===== src/hw/rtl/tlbfl_pkg.sv =====
// Shared types and constants for the TLB with FIFO/LRU replacement.
// No dependencies; the top level and tlbfl_regs refer to it by scoped names.
`default_nettype none

package tlbfl_pkg;

	// Width of the access counter and of each entry's stamp.
	localparam int STAMP_W = 32;

	// Width of the entry-count register.
	localparam int CFG_SIZE_W = 5;

	// Operation codes carried in the op field of an item.
	localparam logic OP_LOOKUP = 1'b0;
	localparam logic OP_INSERT = 1'b1;

	// Register index, taken from paddr[2].
	localparam logic REG_ENTRIES = 1'b0;
	localparam logic REG_LRU     = 1'b1;

	// Configuration as seen by the lookup engine.
	typedef struct packed {
		logic [CFG_SIZE_W-1:0] entries_in_use;
		logic                  use_lru;
	} tlbfl_cfg_t;

endpackage

`default_nettype wire


===== src/hw/rtl/tlbfl_if.sv =====
// Valid/ready channel interfaces for the TLB request and response items.
// Depends on nothing; widths are set by the parameters of each instance.
`default_nettype none

interface tlbfl_req_if #(
	parameter int PID_BITS   = 16,
	parameter int PAGE_BITS  = 20,
	parameter int FRAME_BITS = 20
) ();
	logic                  valid;
	logic                  ready;
	logic                  op;
	logic [PID_BITS-1:0]   process_id;
	logic [PAGE_BITS-1:0]  page_number;
	logic [FRAME_BITS-1:0] frame_number;

	modport source (output valid, op, process_id, page_number, frame_number, input ready);
	modport sink   (input valid, op, process_id, page_number, frame_number, output ready);
endinterface

interface tlbfl_rsp_if #(
	parameter int FRAME_BITS = 20
) ();
	logic                  valid;
	logic                  ready;
	logic                  hit;
	logic [FRAME_BITS-1:0] frame_out;

	modport source (output valid, hit, frame_out, input ready);
	modport sink   (input valid, hit, frame_out, output ready);
endinterface

`default_nettype wire


===== src/hw/rtl/tlb_fifo_lru_replacement.sv =====
// Top level of the fully associative TLB with FIFO or LRU replacement.
// Depends on tlbfl_pkg, tlbfl_req_if/tlbfl_rsp_if, tlbfl_ram and tlbfl_regs.
`default_nettype none

// Channel   Dir  Handshake        Payload
// req       in   valid/ready      op, process_id, page_number, frame_number
// rsp       out  valid/ready      hit, frame_out
// APB       in   psel/penable     paddr, pwdata, prdata (pready always high)
//
// An item is taken only while the engine is idle. A lookup scans the
// live entries through the single read port of the entry memory, one entry per
// cycle, and stops at the first match. An insert into a table that is not yet
// full writes the new entry on accept; a replacement scans all usable entries
// for the oldest stamp and then writes back into that slot.
// Reset clears the fill count, the access counter and the control state; the
// entry memory itself is not cleared, as only filled entries are ever read.
// A result that is not taken holds in the output register; the next item is
// accepted meanwhile, and its result waits until the register is free.

module tlb_fifo_lru_replacement #(
	parameter int MAX_ENTRIES = 16,
	parameter int PID_BITS    = 16,
	parameter int PAGE_BITS   = 20,
	parameter int FRAME_BITS  = 20
) (
	input  wire logic        clk,
	input  wire logic        arst_n,
	tlbfl_req_if.sink        req,
	tlbfl_rsp_if.source      rsp,
	input  wire logic        psel,
	input  wire logic        penable,
	input  wire logic        pwrite,
	input  wire logic [2:0]  paddr,
	input  wire logic [31:0] pwdata,
	output logic      [31:0] prdata,
	output logic             pready
);

	localparam int STAMP_W = tlbfl_pkg::STAMP_W;
	localparam int IDX_W   = (MAX_ENTRIES > 1) ? $clog2(MAX_ENTRIES) : 1;
	localparam int CNT_W   = $clog2(MAX_ENTRIES + 1);
	localparam int CMP_W   = (CNT_W > tlbfl_pkg::CFG_SIZE_W) ? CNT_W : tlbfl_pkg::CFG_SIZE_W;
	localparam int WORD_W  = PID_BITS + PAGE_BITS + FRAME_BITS + STAMP_W;

	// The engine walks through these states once per item, skipping those it does not need.
	typedef enum logic [3:0] {
		ST_IDLE  = 4'b0001,
		ST_SCAN  = 4'b0010,
		ST_WRITE = 4'b0100,
		ST_DONE  = 4'b1000
	} state_t;

	tlbfl_pkg::tlbfl_cfg_t cfg;

	tlbfl_regs u_regs (
		.clk     (clk),
		.arst_n  (arst_n),
		.psel    (psel),
		.penable (penable),
		.pwrite  (pwrite),
		.paddr   (paddr),
		.pwdata  (pwdata),
		.prdata  (prdata),
		.pready  (pready),
		.cfg     (cfg)
	);

	// Control state.
	state_t               state_q;
	logic [CNT_W-1:0]     fill_q;
	logic [STAMP_W-1:0]   clock_q;
	logic [CNT_W-1:0]     limit_q;
	logic [CNT_W-1:0]     issue_q;
	logic [CNT_W-1:0]     cmp_q;
	logic                 out_valid_q;

	// The item in flight and the scan results.
	logic                  op_q;
	logic [PID_BITS-1:0]   pid_q;
	logic [PAGE_BITS-1:0]  page_q;
	logic [FRAME_BITS-1:0] frame_in_q;
	logic [STAMP_W-1:0]    min_q;
	logic [IDX_W-1:0]      victim_q;
	logic                  res_hit_q;
	logic [FRAME_BITS-1:0] res_frame_q;
	logic                  out_hit_q;
	logic [FRAME_BITS-1:0] out_frame_q;

	// Entry memory ports.
	logic              rd_en;
	logic [IDX_W-1:0]  rd_addr;
	logic [WORD_W-1:0] rd_data;
	logic              wr_en;
	logic [IDX_W-1:0]  wr_addr;
	logic [WORD_W-1:0] wr_data;

	tlbfl_ram #(
		.WIDTH (WORD_W),
		.DEPTH (MAX_ENTRIES)
	) u_entries (
		.clk   (clk),
		.we    (wr_en),
		.waddr (wr_addr),
		.wdata (wr_data),
		.re    (rd_en),
		.raddr (rd_addr),
		.rdata (rd_data)
	);

	// Fields of the entry that was read in the previous cycle.
	logic [PID_BITS-1:0]   rd_pid;
	logic [PAGE_BITS-1:0]  rd_page;
	logic [FRAME_BITS-1:0] rd_frame;
	logic [STAMP_W-1:0]    rd_stamp;

	assign rd_pid   = rd_data[WORD_W-1 -: PID_BITS];
	assign rd_page  = rd_data[WORD_W-PID_BITS-1 -: PAGE_BITS];
	assign rd_frame = rd_data[STAMP_W +: FRAME_BITS];
	assign rd_stamp = rd_data[STAMP_W-1:0];

	// A register value above the capacity acts as the capacity. Only entries
	// below both the fill count and the usable size take part.
	logic [CMP_W-1:0] cfg_size_ext;
	logic [CMP_W-1:0] max_ext;
	logic [CNT_W-1:0] size_c;
	logic [CNT_W-1:0] live_c;
	logic             has_room_c;

	assign cfg_size_ext = CMP_W'(cfg.entries_in_use);
	assign max_ext      = CMP_W'(MAX_ENTRIES);
	assign size_c       = CNT_W'((cfg_size_ext > max_ext) ? max_ext : cfg_size_ext);
	assign has_room_c   = fill_q < size_c;
	assign live_c       = has_room_c ? fill_q : size_c;

	logic accept_c;
	logic match_c;
	logic last_c;
	logic take_c;
	logic more_c;
	logic load_out_c;

	assign req.ready = (state_q == ST_IDLE);
	assign accept_c  = req.valid && req.ready;
	assign match_c   = (rd_pid == pid_q) && (rd_page == page_q);
	assign last_c    = (cmp_q + CNT_W'(1)) == limit_q;
	assign take_c    = (cmp_q == '0) || (rd_stamp < min_q);
	assign more_c    = issue_q < limit_q;

	// The finished result moves into the output register once that is empty or
	// is being emptied in the same cycle.
	assign load_out_c = (state_q == ST_DONE) && (!out_valid_q || rsp.ready);

	assign rsp.valid     = out_valid_q;
	assign rsp.hit       = out_hit_q;
	assign rsp.frame_out = out_frame_q;

	// Memory port control. Reads run one entry ahead of the compare; writes are
	// an append on accept, an LRU refresh on a hit, or a replacement after the
	// scan. Only one item is in flight, so reads and writes never collide.
	always_comb begin
		rd_en   = 1'b0;
		rd_addr = '0;
		wr_en   = 1'b0;
		wr_addr = '0;
		wr_data = '0;
		unique case (state_q)
			ST_IDLE: begin
				if (accept_c && (size_c != '0)) begin
					if (req.op == tlbfl_pkg::OP_LOOKUP) begin
						rd_en = (live_c != '0);
					end else if (has_room_c) begin
						wr_en   = 1'b1;
						wr_addr = fill_q[IDX_W-1:0];
						wr_data = {req.process_id, req.page_number, req.frame_number,
						           clock_q + STAMP_W'(1)};
					end else begin
						rd_en = 1'b1;
					end
				end
			end
			ST_SCAN: begin
				if (more_c) begin
					rd_en   = 1'b1;
					rd_addr = issue_q[IDX_W-1:0];
				end
				if ((op_q == tlbfl_pkg::OP_LOOKUP) && match_c && cfg.use_lru) begin
					wr_en   = 1'b1;
					wr_addr = cmp_q[IDX_W-1:0];
					wr_data = {rd_pid, rd_page, rd_frame, clock_q};
				end
			end
			ST_WRITE: begin
				wr_en   = 1'b1;
				wr_addr = victim_q;
				wr_data = {pid_q, page_q, frame_in_q, clock_q};
			end
			ST_DONE: begin
			end
			default: begin
			end
		endcase
	end

	always_ff @(posedge clk or negedge arst_n) begin
		if (!arst_n) begin
			state_q     <= ST_IDLE;
			fill_q      <= '0;
			clock_q     <= '0;
			limit_q     <= '0;
			issue_q     <= '0;
			cmp_q       <= '0;
			out_valid_q <= 1'b0;
			op_q        <= tlbfl_pkg::OP_LOOKUP;
			pid_q       <= '0;
			page_q      <= '0;
			frame_in_q  <= '0;
			min_q       <= '0;
			victim_q    <= '0;
			res_hit_q   <= 1'b0;
			res_frame_q <= '0;
			out_hit_q   <= 1'b0;
			out_frame_q <= '0;
		end else begin
			if (load_out_c) begin
				out_valid_q <= 1'b1;
			end else if (out_valid_q && rsp.ready) begin
				out_valid_q <= 1'b0;
			end
			unique case (state_q)
				ST_IDLE: begin
					if (accept_c) begin
						// Every item advances the access counter, even when disabled.
						clock_q     <= clock_q + STAMP_W'(1);
						op_q        <= req.op;
						pid_q       <= req.process_id;
						page_q      <= req.page_number;
						frame_in_q  <= req.frame_number;
						res_hit_q   <= 1'b0;
						res_frame_q <= '0;
						cmp_q       <= '0;
						issue_q     <= CNT_W'(1);
						if (size_c == '0) begin
							state_q <= ST_DONE;
						end else if (req.op == tlbfl_pkg::OP_LOOKUP) begin
							limit_q <= live_c;
							state_q <= (live_c == '0) ? ST_DONE : ST_SCAN;
						end else if (has_room_c) begin
							fill_q  <= fill_q + CNT_W'(1);
							state_q <= ST_DONE;
						end else begin
							limit_q <= size_c;
							state_q <= ST_SCAN;
						end
					end
				end
				ST_SCAN: begin
					if (more_c) begin
						issue_q <= issue_q + CNT_W'(1);
					end
					cmp_q <= cmp_q + CNT_W'(1);
					if (op_q == tlbfl_pkg::OP_LOOKUP) begin
						if (match_c) begin
							res_hit_q   <= 1'b1;
							res_frame_q <= rd_frame;
							state_q     <= ST_DONE;
						end else if (last_c) begin
							state_q <= ST_DONE;
						end
					end else begin
						// Strict compare keeps the lowest slot on equal stamps.
						if (take_c) begin
							min_q    <= rd_stamp;
							victim_q <= cmp_q[IDX_W-1:0];
						end
						if (last_c) begin
							state_q <= ST_WRITE;
						end
					end
				end
				ST_WRITE: begin
					state_q <= ST_DONE;
				end
				ST_DONE: begin
					if (load_out_c) begin
						out_hit_q   <= res_hit_q;
						out_frame_q <= res_frame_q;
						state_q     <= ST_IDLE;
					end
				end
				default: begin
					state_q <= ST_IDLE;
				end
			endcase
		end
	end

endmodule

`default_nettype wire


===== src/hw/rtl/tlbfl_ram.sv =====
// Generic single-clock RAM: one write port, one read port, registered read data.
// No dependencies.
`default_nettype none

module tlbfl_ram #(
	parameter int WIDTH = 88,
	parameter int DEPTH = 16,
	localparam int AW   = (DEPTH > 1) ? $clog2(DEPTH) : 1
) (
	input  wire logic             clk,
	input  wire logic             we,
	input  wire logic [AW-1:0]    waddr,
	input  wire logic [WIDTH-1:0] wdata,
	input  wire logic             re,
	input  wire logic [AW-1:0]    raddr,
	output logic      [WIDTH-1:0] rdata
);

	logic [WIDTH-1:0] mem [DEPTH];

	always_ff @(posedge clk) begin
		if (we) begin
			mem[waddr] <= wdata;
		end
		if (re) begin
			rdata <= mem[raddr];
		end
	end

endmodule

`default_nettype wire


===== src/hw/rtl/tlbfl_regs.sv =====
// APB-style configuration registers for the TLB: entry count and LRU enable.
// Depends on tlbfl_pkg for the register indices and the configuration struct.
`default_nettype none

module tlbfl_regs (
	input  wire logic               clk,
	input  wire logic               arst_n,
	input  wire logic               psel,
	input  wire logic               penable,
	input  wire logic               pwrite,
	input  wire logic [2:0]         paddr,
	input  wire logic [31:0]        pwdata,
	output logic      [31:0]        prdata,
	output logic                    pready,
	output tlbfl_pkg::tlbfl_cfg_t   cfg
);

	tlbfl_pkg::tlbfl_cfg_t cfg_q;
	logic                  wr_c;

	assign pready = 1'b1;
	assign wr_c   = psel && penable && pwrite;
	assign cfg    = cfg_q;

	always_ff @(posedge clk or negedge arst_n) begin
		if (!arst_n) begin
			cfg_q <= '0;
		end else if (wr_c) begin
			unique case (paddr[2])
				tlbfl_pkg::REG_ENTRIES: begin
					cfg_q.entries_in_use <= pwdata[tlbfl_pkg::CFG_SIZE_W-1:0];
				end
				tlbfl_pkg::REG_LRU: begin
					cfg_q.use_lru <= pwdata[0];
				end
				default: begin
				end
			endcase
		end
	end

	always_comb begin
		prdata = '0;
		unique case (paddr[2])
			tlbfl_pkg::REG_ENTRIES: begin
				prdata[tlbfl_pkg::CFG_SIZE_W-1:0] = cfg_q.entries_in_use;
			end
			tlbfl_pkg::REG_LRU: begin
				prdata[0] = cfg_q.use_lru;
			end
			default: begin
			end
		endcase
	end

endmodule

`default_nettype wire

===== src/flat_wrapper.sv =====
// flat-port wrapper written by rule: the top's interface ports become plain ports
module tlb_fifo_lru_replacement_flat 
#(
	parameter int MAX_ENTRIES = 16,
	parameter int PID_BITS    = 16,
	parameter int PAGE_BITS   = 20,
	parameter int FRAME_BITS  = 20
)
  (clk, arst_n, psel, penable, pwrite, paddr, pwdata, prdata, pready, req_valid, req_op, req_process_id, req_page_number, req_frame_number, req_ready, rsp_valid, rsp_hit, rsp_frame_out, rsp_ready);
  tlbfl_req_if #(.PID_BITS(PID_BITS), .PAGE_BITS(PAGE_BITS), .FRAME_BITS(FRAME_BITS)) req_i ();
  tlbfl_rsp_if #(.FRAME_BITS(FRAME_BITS)) rsp_i ();
  input  wire logic clk;
  input  wire logic arst_n;
  input  wire logic psel;
  input  wire logic penable;
  input  wire logic pwrite;
  input  wire logic [2:0] paddr;
  input  wire logic [31:0] pwdata;
  output logic      [31:0] prdata;
  output logic pready;
  input wire logic [$bits(req_i.valid)-1:0] req_valid;
  input wire logic [$bits(req_i.op)-1:0] req_op;
  input wire logic [$bits(req_i.process_id)-1:0] req_process_id;
  input wire logic [$bits(req_i.page_number)-1:0] req_page_number;
  input wire logic [$bits(req_i.frame_number)-1:0] req_frame_number;
  output wire logic [$bits(req_i.ready)-1:0] req_ready;
  output wire logic [$bits(rsp_i.valid)-1:0] rsp_valid;
  output wire logic [$bits(rsp_i.hit)-1:0] rsp_hit;
  output wire logic [$bits(rsp_i.frame_out)-1:0] rsp_frame_out;
  input wire logic [$bits(rsp_i.ready)-1:0] rsp_ready;
  assign req_i.valid = req_valid;
  assign req_i.op = req_op;
  assign req_i.process_id = req_process_id;
  assign req_i.page_number = req_page_number;
  assign req_i.frame_number = req_frame_number;
  assign req_ready = req_i.ready;
  assign rsp_valid = rsp_i.valid;
  assign rsp_hit = rsp_i.hit;
  assign rsp_frame_out = rsp_i.frame_out;
  assign rsp_i.ready = rsp_ready;
  tlb_fifo_lru_replacement #(.MAX_ENTRIES(MAX_ENTRIES), .PID_BITS(PID_BITS), .PAGE_BITS(PAGE_BITS), .FRAME_BITS(FRAME_BITS)) u_core (.clk(clk), .arst_n(arst_n), .req(req_i), .rsp(rsp_i), .psel(psel), .penable(penable), .pwrite(pwrite), .paddr(paddr), .pwdata(pwdata), .prdata(prdata), .pready(pready));
endmodule

===== config.mk =====
export PLATFORM = sky130hd
export DESIGN_NAME = tlb_fifo_lru_replacement_flat
export DESIGN_NICKNAME = d
export VERILOG_FILES = /design/src/hw/rtl/tlbfl_pkg.sv /design/src/hw/rtl/tlbfl_if.sv /design/src/hw/rtl/tlb_fifo_lru_replacement.sv /design/src/hw/rtl/tlbfl_ram.sv /design/src/hw/rtl/tlbfl_regs.sv /design/src/flat_wrapper.sv
export SDC_FILE = /design/constraint.sdc
export NUM_CORES = 2
export LEC_CHECK = 0
export ABC_AREA = 1
export ABC_CLOCK_PERIOD_IN_PS = 5900
export BUFFER_PORTS_ARGS = -buffer_cell sky130_fd_sc_hd__clkbuf_2
export CAP_MARGIN = 0
export CELL_PAD_IN_SITES_DETAIL_PLACEMENT = 1
export CELL_PAD_IN_SITES_GLOBAL_PLACEMENT = 1
export CORE_MARGIN = 5
export CORE_UTILIZATION = 44
export DETAILED_ROUTE_END_ITERATION = 7
export PLACE_DENSITY = 0.72
export SLEW_MARGIN = 15
export SYNTH_ARGS = -nofsm -noshare
export SYNTH_HDL_FRONTEND = slang
export SYNTH_SLANG_ARGS = --single-unit

===== constraint.sdc =====
create_clock -name clk -period 5.9 [get_ports clk]
set_clock_uncertainty 0.1 [all_clocks]
set_input_delay 0.59 -clock clk [delete_from_list [all_inputs] [get_ports clk]]
set_output_delay 0.59 -clock clk [all_outputs]
set_load 0.01 [all_outputs]

==> flow_summary.ini <==
[status]
outcome = finished, final reports clean

[clock_network]
cts_buffers = 183
cts-root-buf = clkbuf_16
cts_tree = yes
htree_levels = 4
insertion_delay_ns = 0.84
cts_sinks = 1694
max-clock-path-buffers = 3
path_clk_slew_ns = 0.06
ctsResizeCount = 0

[synth]
async_flop_share_pct = 11.7
ys_types = 48
yosysTopAreaCell = edfxtp_1
synth_area_sq_um = 73800
netlist_top_cells_area = edfxtp_1 61%, nand2_1 11%, dfrtp_1 6.7%, nand3_1 6.5%, inv_1 5.4%
yosysSeqAreaShare_pct = 67.6
synthFlopType = edfxtp_1
synth_common_cells = 2,230 x nand2_1, 1,496 x edfxtp_1, 1,071 x inv_1, 956 x nand3_1, 213 x buf_2
yosysWarnings = 0
netlist_instances = 7036
syn_area_per_cell_sq_um = 10.5
synth_most_common_cell = nand2_1
synth-seq-cells = 1694
synth_top_area_share_pct = 60.9
synth_edf_count = 1496

[drt]
first_pass_iters = 5
vias = 51800
wirelength_mm = 219
drc = 0
ant_nets = 0
viasPerCell = 5.45
drt_iter0_markers = 4481
wl_per_cell_um = 23.0

[sta]
hold_viol_final = 0
tightest_slew_ns = 1.28
slew_headroom_pct = 13.8
post-route-period-util_pct = 79.4
setup_tns_ns = 0
fmax_ghz = 0.213
fin_crit_ns = 4.68
setup_ws_ns = 1.22
drv_slew = 0
whs_ns = 0.0749
setup_viol = 0
grt_setup_unrepaired = no

[grt]
grt_max_degree = 181
track_usage_pct = 24.7
grt_pass1_wl_mm = 331
overflow = 0
grt_pass1_vias = 54900
antenna_found_initial = 6

[setup_path]
critical_path.startpoint_type = flop
arrival_ns = 5.08
r2r_end = u_core.u_entries.mem[5][40]$_DFFE_PP_
path_max_fanout = 23
rr_startpoint = u_core.u_regs.cfg[5]$_DFFE_PN0P_
crit_path_start = u_core.u_regs.cfg[5]$_DFFE_PN0P_
r2r_slack_ns = 1.22
path_class = reg2reg
endpoint_kind = flop
critPathRequiredTime_ns = 6.30
rr_worst_depth = 16

[run]
maxCapViolations = 0

[final_layout]
drive_above_1_share_pct = 8.02
syn_to_final_growth_pct = 13.4
register_area_sq_um = 49900
multiInputGateArea_sq_um = 18300
fin_util_pct = 50.1
fill_cells = 17900
nNetsFinal = 7284

[power_and_ir_drop]
p_leak_nw = 35.3
power_density_nw_per_um2 = 392
irDropWorstVdd_mv = 0.376
power_mw = 32.8

[die]
die_h_um = 420
io_pins = 155
core_sq_um = 167000
die_w_um = 420
placementRows = 150
dieArea_sq_um = 176000
start_util_pct = 44.2

[min_path]
min_path_cells = 3
holdPathEnd = u_core.page_q[13]$_DFFE_PN0P_
hp-class = in2reg
hp-start = req_page_number[13]

[placed_design]
place_ws_ns = 1.23
gp_congestion = 0.815
hpwlAfterDp_mm = 113
io_buffers = 97
[cells by family (layout without fill, tap and decap cells)]
logic type	after synthesis	after routing	synth area share [%]
buf+inv	1461	1691	8.15
mux	20	20	0.305
flops	1694	1694	67.6
simple gates	3350	3350	19.0
fa+ha+maj	44	44	0.746
xor+xnor	41	41	0.487
compound gates	424	424	3.75
other cells	2	31	0.0102
[critical path, cell delays in order (launching register included)]
cell	delay, ns
dfrtp_1	0.43
inv_1	0.20
nand2_1	0.09
ha_1	0.30
nand2_1	0.07
inv_1	0.03
o21bai_1	0.20
nand3_2	0.23
nor2_1	0.18
nand2_1	0.07
buf_4	0.24
inv_4	0.35
a22oi_1	0.14
nand2_1	0.17
nand2_1	0.28
nor2_4	0.84
buf_4	0.42
[flip-flops by register name (all words and copies together) (netlist names), 4 cells and up]
name,cells
u_core.rsp.frame_out,20
u_core.issue_q,5
u_core.u_entries.mem,1408
u_core.page_q,20
u_core.victim_q,4
u_core.res_frame_q,20
u_core.u_regs.cfg,6
u_core.frame_in_q,20
u_core.min_q,32
u_core.pid_q,16
u_core.clock_q,32
u_core.cmp_q,5
u_core.u_entries.rdata,88
u_core.state_q,4
u_core.fill_q,5
u_core.limit_q,5
[cell usage in the layout (no fill, tap or decap), types with 16 or more instances in the layout]
master         netlist  routed
nor2_4               4      21
nand2_1           2230    2227
nand3_1            956     955
a21oi_1             33      33
o21ai_0            119     116
o221ai_2             0      19
nand4_1             19      19
mux2_2              20      20
inv_1             1071    1070
buf_12               0      43
clkbuf_1            79      40
o21ai_1             32      33
dfrtp_1            197     197
edfxtp_1          1496    1496
nor2_1              85      68
clkbuf_8             0      25
buf_4               59      69
ha_1                44      44
conb_1               2      28
clkbuf_16            0     186
nor3_1              22      22
o211ai_1           154     154
o221ai_1            37      18
clkinv_1             2      19
a22oi_1             21      21
xor2_1              39      39
clkinv_2             0      32
clkbuf_2             0      96
bufinv_16            0      16
dlygate4sd3_1        0      64
[worst max-delay path by stage]
stage,end,slack [ns],cells past startpoint
final,u_core.u_entries.mem[5][40]$_DFFE_PP_,1.22,16
after global routing,u_core.u_entries.mem[5][32]$_DFFE_PP_,0.98,16
after CTS,u_core.u_entries.mem[5][40]$_DFFE_PP_,1.24,16
after detailed placement,u_core.u_entries.mem[5][32]$_DFFE_PP_,1.23,16
after global placement,u_core.u_entries.mem[15][64]$_DFFE_PP_,1.37,16
after floorplan,u_core.u_entries.mem[0][0]$_DFFE_PP_,-0.32,13
[repair_timing]
action / in CTS / in global routing
setup buffers: 0 / 0
endpoints found under the hold margin: 144 / 0
hold buffers: 64 / 0
[area by class of cell]
class                           count  share of cell area, %
Sequential cell                  1694                   59.6
Multi-Input combinational cell   3907                   21.9
Clock inverter                     85                   1.14
Inverter                         1081                   4.89
Clock buffer                      251                   6.15
Antenna cell                        3                0.00897
Tap cell                         2204                   3.29
Timing Repair Buffer              274                   3.01
[metrics by stage]
step | area, sq um | cells
2_1_floorplan | 73900 | 7062
3_3_place_gp | 76800 | 9091
3_5_place_dp | 76800 | 9091
4_1_cts | 83500 | 9491
5_1_grt | 83700 | 9498
6_report | 83700 | 9499
[power breakdown]
part / internal [mW] / switching, mW / total, mW / leakage [nW]
Clock: 6.82 / 4.86 / 11.7 / 3.01
Combinational: 1.76 / 4.40 / 6.15 / 15.8
Sequential: 14.4 / 0.555 / 15.0 / 16.5
[per-layer routing]
metal  track usage, %  part of all wire (%)  vias to the layer above
met5                0                     0                        -
met4             7.61                   2.8                        0
met3             2.92                   4.6                      370
met2             43.7                    50                     1378
met1             31.8                    42                    26600
li1                 -                     -                    23400
(Power assumes the default switching activity.)
